### config.mk
export PLATFORM = sky130hd
export DESIGN_NAME = romaji_to_kana_converter
export DESIGN_NICKNAME = d
export VERILOG_FILES = /design/src/hdl/rtk_pkg.sv /design/src/hdl/rtk_step.sv /design/src/hdl/rtk_out_queue.sv /design/src/hdl/romaji_to_kana_converter.sv
export VERILOG_INCLUDE_DIRS = /design/src /design/src/hdl
export SDC_FILE = /design/constraint.sdc
export NUM_CORES = 1
export LEC_CHECK = 0
export ABC_AREA = 1
export BUFFER_PORTS_ARGS = -buffer_cell sky130_fd_sc_hd__buf_2
export CAP_MARGIN = 10
export CORE_ASPECT_RATIO = 1.2
export CORE_MARGIN = 8
export CORE_UTILIZATION = 64
export CTS_CLUSTER_DIAMETER = 50
export DETAILED_ROUTE_END_ITERATION = 7
export PLACE_DENSITY = 0.91
export SLEW_MARGIN = 20
export SYNTH_ARGS = -nofsm -noshare
export SYNTH_HDL_FRONTEND = slang
export SYNTH_HIERARCHICAL = 1
export SYNTH_SLANG_ARGS = --single-unit
### constraint.sdc
create_clock -name clk -period 8.1 [get_ports clk]
set_input_delay 0.81 -clock clk [delete_from_list [all_inputs] [get_ports clk]]
set_output_delay 0.81 -clock clk [all_outputs]
set_load 0.02 [all_outputs]
### src/hdl/romaji_to_kana_converter_macros.svh
// ----------------------------------------------------------------------------
// romaji to kana converter assertion macros
// concurrent checks clocked on clk and disabled while rst_n is low
// ----------------------------------------------------------------------------
`ifndef ROMAJI_TO_KANA_CONVERTER_MACROS_SVH
`define ROMAJI_TO_KANA_CONVERTER_MACROS_SVH

`ifndef SYNTHESIS
// same-cycle implication
`define RTK_ASSERT_IMP(lbl, ante, cons, msg) \
  lbl: assert property (@(posedge clk) disable iff (!rst_n) (ante) |-> (cons)) \
    else $error(msg);
// next-cycle implication
`define RTK_ASSERT_NXT(lbl, ante, cons, msg) \
  lbl: assert property (@(posedge clk) disable iff (!rst_n) (ante) |=> (cons)) \
    else $error(msg);
`else
`define RTK_ASSERT_IMP(lbl, ante, cons, msg)
`define RTK_ASSERT_NXT(lbl, ante, cons, msg)
`endif

`endif

### src/hdl/rtk_pkg.sv
// ----------------------------------------------------------------------------
// rtk_pkg
// word types, key and row codes and the row transition tables of the
// romaji to kana converter
// ----------------------------------------------------------------------------
`default_nettype none

package rtk_pkg;

  localparam logic [4:0] KEY_H         = 5'd7;
  localparam logic [4:0] KEY_N         = 5'd13;
  localparam logic [4:0] KEY_Y         = 5'd24;
  localparam logic [4:0] KEY_BACKSPACE = 5'd26;
  localparam logic [4:0] KEY_SPACE     = 5'd27;
  localparam logic [4:0] KEY_LETTERS   = 5'd26;

  localparam logic [5:0] ROW_EMPTY = 6'd0;
  localparam logic [5:0] ROW_C     = 6'd3;
  localparam logic [5:0] ROW_N     = 6'd21;
  localparam logic [5:0] ROW_S     = 6'd28;
  localparam logic [5:0] ROW_LAST  = 6'd40;

  localparam logic [1:0] KIND_KANA  = 2'd0;
  localparam logic [1:0] KIND_SYL_N = 2'd1;
  localparam logic [1:0] KIND_LATIN = 2'd2;

  typedef struct packed {
    logic       req_type;
    logic [4:0] key_code;
    logic       key_pressed;
    logic       ctrl_held;
  } in_word_t;

  typedef struct packed {
    logic       commit_valid;
    logic [1:0] commit_kind;
    logic [5:0] commit_row;
    logic [2:0] commit_vowel;
    logic       preedit_valid;
    logic [5:0] preedit_row;
    logic       converter_on;
  } out_word_t;

  typedef struct packed {
    logic       enabled;
    logic [5:0] row;
  } state_t;

  typedef struct packed {
    logic       is_vowel;
    logic [2:0] col;
  } vowel_t;

  // row started by a consonant letter, empty for vowels
  function automatic logic [5:0] letter_row(input logic [4:0] code);
    logic [5:0] r;
    unique case (code)
      5'd1:    r = 6'd1;
      5'd2:    r = 6'd3;
      5'd3:    r = 6'd5;
      5'd5:    r = 6'd7;
      5'd6:    r = 6'd9;
      5'd7:    r = 6'd11;
      5'd9:    r = 6'd13;
      5'd10:   r = 6'd15;
      5'd11:   r = 6'd17;
      5'd12:   r = 6'd19;
      5'd13:   r = 6'd21;
      5'd15:   r = 6'd23;
      5'd16:   r = 6'd25;
      5'd17:   r = 6'd26;
      5'd18:   r = 6'd28;
      5'd19:   r = 6'd31;
      5'd21:   r = 6'd33;
      5'd22:   r = 6'd35;
      5'd23:   r = 6'd36;
      5'd24:   r = 6'd38;
      5'd25:   r = 6'd39;
      default: r = ROW_EMPTY;
    endcase
    return r;
  endfunction

  function automatic vowel_t vowel_col(input logic [4:0] code);
    vowel_t v;
    unique case (code)
      5'd0:    v = '{is_vowel: 1'b1, col: 3'd0};
      5'd8:    v = '{is_vowel: 1'b1, col: 3'd1};
      5'd20:   v = '{is_vowel: 1'b1, col: 3'd2};
      5'd4:    v = '{is_vowel: 1'b1, col: 3'd3};
      5'd14:   v = '{is_vowel: 1'b1, col: 3'd4};
      default: v = '{is_vowel: 1'b0, col: 3'd0};
    endcase
    return v;
  endfunction

  // row reached by typing y, empty if the row cannot take y
  function automatic logic [5:0] y_ext(input logic [5:0] row);
    logic [5:0] r;
    unique case (row)
      6'd1:    r = 6'd2;
      6'd5:    r = 6'd6;
      6'd7:    r = 6'd8;
      6'd9:    r = 6'd10;
      6'd11:   r = 6'd12;
      6'd13:   r = 6'd14;
      6'd15:   r = 6'd16;
      6'd17:   r = 6'd18;
      6'd19:   r = 6'd20;
      6'd21:   r = 6'd22;
      6'd23:   r = 6'd24;
      6'd26:   r = 6'd27;
      6'd28:   r = 6'd30;
      6'd31:   r = 6'd32;
      6'd33:   r = 6'd34;
      6'd36:   r = 6'd37;
      6'd39:   r = 6'd40;
      default: r = ROW_EMPTY;
    endcase
    return r;
  endfunction

  // row left after backspace
  function automatic logic [5:0] bs_parent(input logic [5:0] row);
    logic [5:0] r;
    unique case (row)
      6'd2:    r = 6'd1;
      6'd4:    r = 6'd3;
      6'd6:    r = 6'd5;
      6'd8:    r = 6'd7;
      6'd10:   r = 6'd9;
      6'd12:   r = 6'd11;
      6'd14:   r = 6'd13;
      6'd16:   r = 6'd15;
      6'd18:   r = 6'd17;
      6'd20:   r = 6'd19;
      6'd22:   r = 6'd21;
      6'd24:   r = 6'd23;
      6'd27:   r = 6'd26;
      6'd29:   r = 6'd28;
      6'd30:   r = 6'd28;
      6'd32:   r = 6'd31;
      6'd34:   r = 6'd33;
      6'd37:   r = 6'd36;
      6'd40:   r = 6'd39;
      default: r = ROW_EMPTY;
    endcase
    return r;
  endfunction

endpackage

`default_nettype wire

### src/hdl/rtk_step.sv
// ----------------------------------------------------------------------------
// rtk_step
// next state and result word for one key event
// ----------------------------------------------------------------------------
`default_nettype none

module rtk_step (
  input  rtk_pkg::state_t    st,
  input  rtk_pkg::in_word_t  word,
  output rtk_pkg::state_t    st_nxt,
  output logic               has_result,
  output rtk_pkg::out_word_t result
);

  rtk_pkg::vowel_t v;
  logic [5:0]      nrow;
  logic            commit;

  assign v = rtk_pkg::vowel_col(word.key_code);

  always_comb begin
    st_nxt     = st;
    has_result = 1'b0;
    result     = '0;
    nrow       = st.row;
    commit     = 1'b0;
    if (word.req_type) begin
      st_nxt = '0;
    end else if (!word.key_pressed) begin
      st_nxt = st;
    end else if (word.key_code == rtk_pkg::KEY_SPACE && word.ctrl_held) begin
      st_nxt.enabled      = !st.enabled;
      has_result          = 1'b1;
      result.converter_on = !st.enabled;
      if (st.enabled) begin
        // turning off drops the pending letters
        st_nxt.row           = rtk_pkg::ROW_EMPTY;
        result.preedit_valid = 1'b1;
      end
    end else if (st.enabled) begin
      has_result = 1'b1;
      if (word.key_code == rtk_pkg::KEY_BACKSPACE) begin
        nrow = rtk_pkg::bs_parent(st.row);
      end else if (word.key_code < rtk_pkg::KEY_LETTERS) begin
        if (word.key_code == rtk_pkg::KEY_Y &&
            rtk_pkg::y_ext(st.row) != rtk_pkg::ROW_EMPTY) begin
          nrow = rtk_pkg::y_ext(st.row);
        end else if (word.key_code == rtk_pkg::KEY_H &&
                     (st.row == rtk_pkg::ROW_C || st.row == rtk_pkg::ROW_S)) begin
          nrow = st.row + 6'd1;
        end else if (st.row == rtk_pkg::ROW_N) begin
          commit            = 1'b1;
          result.commit_row = rtk_pkg::ROW_N;
          if (v.is_vowel) begin
            result.commit_kind  = rtk_pkg::KIND_KANA;
            result.commit_vowel = v.col;
            nrow                = rtk_pkg::ROW_EMPTY;
          end else begin
            // syllabic n, a second n is swallowed
            result.commit_kind = rtk_pkg::KIND_SYL_N;
            nrow = (word.key_code == rtk_pkg::KEY_N) ? rtk_pkg::ROW_EMPTY
                                                     : rtk_pkg::letter_row(word.key_code);
          end
        end else if (v.is_vowel) begin
          commit              = 1'b1;
          result.commit_kind  = rtk_pkg::KIND_KANA;
          result.commit_row   = st.row;
          result.commit_vowel = v.col;
          nrow                = rtk_pkg::ROW_EMPTY;
        end else begin
          if (st.row != rtk_pkg::ROW_EMPTY) begin
            commit             = 1'b1;
            result.commit_kind = rtk_pkg::KIND_LATIN;
            result.commit_row  = st.row;
          end
          nrow = rtk_pkg::letter_row(word.key_code);
        end
      end
      st_nxt.row           = nrow;
      result.commit_valid  = commit;
      result.preedit_valid = (nrow != rtk_pkg::ROW_EMPTY) || !commit;
      result.preedit_row   = nrow;
      result.converter_on  = 1'b1;
    end
  end

endmodule

`default_nettype wire

### src/hdl/rtk_out_queue.sv
// ----------------------------------------------------------------------------
// rtk_out_queue
// two-entry result queue between the key logic and the result channel
// ----------------------------------------------------------------------------
`default_nettype none

module rtk_out_queue (
  input  logic               clk,
  input  logic               rst_n,
  input  logic               push,
  input  rtk_pkg::out_word_t push_data,
  input  logic               out_stall,
  output logic               out_valid,
  output rtk_pkg::out_word_t out_data,
  output logic               full
);

  rtk_pkg::out_word_t q0_r;
  rtk_pkg::out_word_t q1_r;
  logic [1:0]         count_r;
  logic               pop;

  assign out_valid = (count_r != 2'd0);
  assign out_data  = q0_r;
  assign full      = (count_r == 2'd2);
  assign pop       = out_valid && !out_stall;

  always_ff @(posedge clk) begin
    if (!rst_n) begin
      count_r <= 2'd0;
    end else begin
      unique case ({push, pop})
        2'b11: begin
          if (count_r == 2'd1) begin
            q0_r <= push_data;
          end else begin
            q0_r <= q1_r;
            q1_r <= push_data;
          end
        end
        2'b01: begin
          q0_r    <= q1_r;
          count_r <= count_r - 2'd1;
        end
        2'b10: begin
          if (count_r == 2'd0) begin
            q0_r <= push_data;
          end else begin
            q1_r <= push_data;
          end
          count_r <= count_r + 2'd1;
        end
        default: begin
          count_r <= count_r;
        end
      endcase
    end
  end

endmodule

`default_nettype wire

### src/hdl/romaji_to_kana_converter.sv
// ----------------------------------------------------------------------------
// romaji_to_kana_converter
// romaji key events in, kana commit and preedit codes out
// ----------------------------------------------------------------------------
// in_data carries one key event word per accepted handshake (in_valid high,
// in_stall low). The on flag and pending row update at the accepting edge,
// so a new word can be taken every cycle: one word per cycle sustained
// while in_stall is low. Words that cause a result push it into a
// two-entry output queue; the result shows on out_data once the results
// ahead of it have left, and leaves when out_valid is high and out_stall is
// low. Reset events clear the on flag and pending row; they give no result
// word, nor do releases or non-toggle keys while off, which change nothing.
// When the receiver stalls, the queue holds up to two results; in_stall
// rises only while both entries are full. rst_n (synchronous, active low)
// empties the queue and clears the on flag and pending row.
// ----------------------------------------------------------------------------
`default_nettype none

`include "romaji_to_kana_converter_macros.svh"

module romaji_to_kana_converter (
  input  logic               clk,
  input  logic               rst_n,
  input  logic               in_valid,
  output logic               in_stall,
  input  rtk_pkg::in_word_t  in_data,
  output logic               out_valid,
  input  logic               out_stall,
  output rtk_pkg::out_word_t out_data
);

  rtk_pkg::state_t    state_r;
  rtk_pkg::state_t    state_nxt;
  rtk_pkg::out_word_t result;
  logic               has_result;
  logic               in_acc;
  logic               full;
  logic               row_empty;
  logic               state_cleared;
  logic               syl_n_out;
  logic               toggle_off_acc;

  assign in_stall = full;
  assign in_acc   = in_valid && !in_stall;

  rtk_step u_step (
    .st         (state_r),
    .word       (in_data),
    .st_nxt     (state_nxt),
    .has_result (has_result),
    .result     (result)
  );

  rtk_out_queue u_queue (
    .clk       (clk),
    .rst_n     (rst_n),
    .push      (in_acc && has_result),
    .push_data (result),
    .out_stall (out_stall),
    .out_valid (out_valid),
    .out_data  (out_data),
    .full      (full)
  );

  always_ff @(posedge clk) begin
    if (!rst_n) begin
      state_r <= '0;
    end else if (in_acc) begin
      state_r <= state_nxt;
    end
  end

  assign row_empty      = (state_r.row == rtk_pkg::ROW_EMPTY);
  assign state_cleared  = !state_r.enabled && row_empty;
  assign syl_n_out      = out_valid && out_data.commit_valid &&
                          out_data.commit_kind == rtk_pkg::KIND_SYL_N;
  assign toggle_off_acc = in_acc && !in_data.req_type && in_data.key_pressed &&
                          in_data.ctrl_held && in_data.key_code == rtk_pkg::KEY_SPACE &&
                          state_r.enabled;

  `RTK_ASSERT_IMP(a_off_empty, !state_r.enabled, row_empty, "pending row kept while off")
  `RTK_ASSERT_IMP(a_row_range, 1'b1, state_r.row <= rtk_pkg::ROW_LAST, "pending row out of range")
  `RTK_ASSERT_IMP(a_stall_full, in_stall, out_valid, "input stalled with no result queued")
  `RTK_ASSERT_IMP(a_syl_n_row, syl_n_out, out_data.commit_row == rtk_pkg::ROW_N, "syllabic n on wrong row")
  `RTK_ASSERT_NXT(a_toggle_off, toggle_off_acc, state_cleared, "toggle off did not clear state")

endmodule

`default_nettype wire

==> out/metrics.cfg <==
[floorplan]
core.rowCount = 33
die_w_um = 92.8
die_area_sq_um = 10000
start_util = 0.661
io_pins = 34
core_area_sq_um = 6850
die_h_um = 108

[finish]
syn_to_final_growth_pct = 4.83
num-nets-final = 711
fin_util = 0.693
layout_common_cells = nand2_1 (223), inv_1 (74), nor2_1 (73)
antenna_cells = 0
layout_commonest_cell = nand2_1
drive_above_1_share = 0.178

[setup_path]
path_cells = buf_2, inv_2, nor2_4, inv_2, nor2_4, nand3_2, ha_1, nor2_1, and3_2, ha_1, inv_2, nand2_1, o21ai_2
crit_slowest_cell = ha_1
critPathKind = in -> reg
slowest_delay_ps = 720
required_ps = 8160
cp_top_family = simple AND/OR/NAND/NOR gates
crit_fanout = 24
cp_common_cell = inv_2
endpoint_kind = flop
critical_path_buf_inv_count = 4
setup.worst_path.start_class = input port
crit_arrival_ps = 3550

[clocking]
cts_buffers = 5
holdBufCountCts = 0
clkLatencyLatePin_ps = 310
htree_levels = 2
ctsResizeCount = 0
clk_path_buf_depth = 2
tritoncts = done
root_buffer = clkbuf_8
postCtsSetupRepairBufs = 0
clock-sinks = 49
clk_pin_slew_ps = 90

[synthesis]
synth-edff-count = 40
async_reset_ff_frac = 0
yosys.area_share.xor_xnor = 0.00580
yosys_warnings = 6
avgSynthCellArea_sq_um = 6.84
ys_ff_latch = 49
synthAdderAreaFrac = 0.0552
synth_compound_gate_area_share = 0.126
synthCells = 662
syn_area_sq_um = 4530
synth_top_area_frac = 0.265
syn-num-nets = 694
yosysSeqAreaShare = 0.305
yosys.cell_types.count = 39
synth-main-ff-cell = edfxtp_1
synth_top_family_by_area = simple AND/OR/NAND/NOR gates
synth_largest_area_cell = edfxtp_1
synth_mux_area_frac = 0
synth_area_leaders = edfxtp_1 (27%), nand2_1 (18%), inv_1 (6.1%)
synthSimpleGateAreaFrac = 0.385

[route]
dr_total_vias = 4493
wl_met2_mm = 5.59
wl_met3_mm = 1.05
ant_nets = 0
first_pass_iters = 5
drt_iter0_drc = 330
remaining_drc_errors = 0
top_layer = met4
met1Wirelength_mm = 4.19
routed_wl_mm = 11.3
wire_per_inst_um = 14.8
vias_per_cell = 5.86

[flow_run]
drv_cap = 0

[global_routing]
track_usage = 0.230
first_global_vias = 4321
gr-total-overflow = 0
grt_pass1_wl_mm = 19.2
antenna_found_initial = 0
grt_max_degree = 42

[power]
power.total_uw = 781
p_per_area_nw_per_um2 = 165
leakage_nw = 2.19
vdd_drop_max_mv = 0.0873

[sta]
setup_viol = 0
slew_violations = 0
finalCriticalPeriod_ps = 3490
relSlewSlack = 0.427
final-hold-violation-count = 0
final.setup_skew_ps = 13.0
finalSetupTns_ps = 0
rsz0062_at_grt = no
post-route-period-util = 0.431
tightest_slew_ps = 859
clock.fmax_ghz = 0.287

[place]
dpl.hpwl_mm = 8.55
portBuffers = 33
finalWeightedCongestion = 1.02

[outcome]
status = completed

[hold_path]
min_path_type = reg -> reg

worst paths after layout:
| kind | startpoint | end | slack [ps] | cells after the start |
|---|---|---|---|---|
| max | in_data[5] | u_queue/out_data[9] | 4610 | 13 |
| min | u_queue/count_r[0] | u_queue/count_r[0] | 530 | 2 |
| max reg2reg | state_r[0] | u_queue/out_data[8] | 4780 | 15 |
| min reg2reg | u_queue/count_r[0] | u_queue/count_r[0] | 530 | 2 |
state kept, by name, indices dropped and copies added, names as in the netlist:
signal and cells:
u_queue/out_data 20, u_queue/q1_r 20, state_r 7, u_queue/count_r 2
cells in the mapped netlist, types with 3 or more instances:
cell and n:
o21ai_2 22, nor2_1 73, o2111ai_1 4, a21oi_1 8
nor2_4 8, nand2_1 223, nand3_2 6, nand3_1 33
ha_1 20, nor2_2 8, inv_1 74, o21ai_1 7
nand2_2 6, nand2_4 5, inv_2 10, nand4_1 6
buf_2 11, buf_4 3, o22ai_1 4, dfxtp_1 9
buf_6 11, o21ai_0 33, xor2_1 3, edfxtp_1 40
nor3_1 16
worst reg2reg max path: stages (launching register included):
cell and delay, ps:
dfxtp_1 610, inv_1 280, ha_1 370, nand2_1 130
nor2_1 70, nand2_2 90, o21ai_2 80, nand2_4 100
clkinv_4 90, nor2_2 140, nand2_1 240, a2111oi_1 550
inv_1 110, nand2_1 80, nand2_1 70, o21ai_2 150
layer usage:
layer	up-vias	GRT usage
li1	2148	-
met1	1997	0.257
met2	295	0.397
met3	53	0.0353
met4	0	0.151
met5	-	0
stage by stage:
stage	area [sq um]	instances	hold WS (ps)	setup slack, ps
global placement	4620	759	502	4490
CTS	4740	767	533	4680
finish	4750	767	532	4610
detailed placement	4620	759	518	4380
global route	4750	767	553	4310
floorplan	4530	662	478	4650
power by group:
group | internal, mW | switching (mW)
Sequential | 0.294 | 0.0204
Clock | 0.100 | 0.0812
Combinational | 0.0920 | 0.193
Total | 0.487 | 0.295
cell type report:
class | instances | area, sq um
inverters | 89 | 354
fillers | 555 | 2110
well taps | 87 | 109
flip-flops and latches | 49 | 1380
repair buffers | 35 | 180
multi-input cells | 499 | 2600
clock inverters | 2 | 37.5
clock buffers | 6 | 82.6
cell families after synthesis:
kind of cell / count (synthesis)
XOR/XNOR: 3
AO/OA/AOI/OAI: 85
AND/OR/NAND/NOR: 391
adder cells (fa/ha/maj): 20
flip-flops: 49
buffers and inverters: 114
No activity file was read; power rests on OpenSTA's default activity.
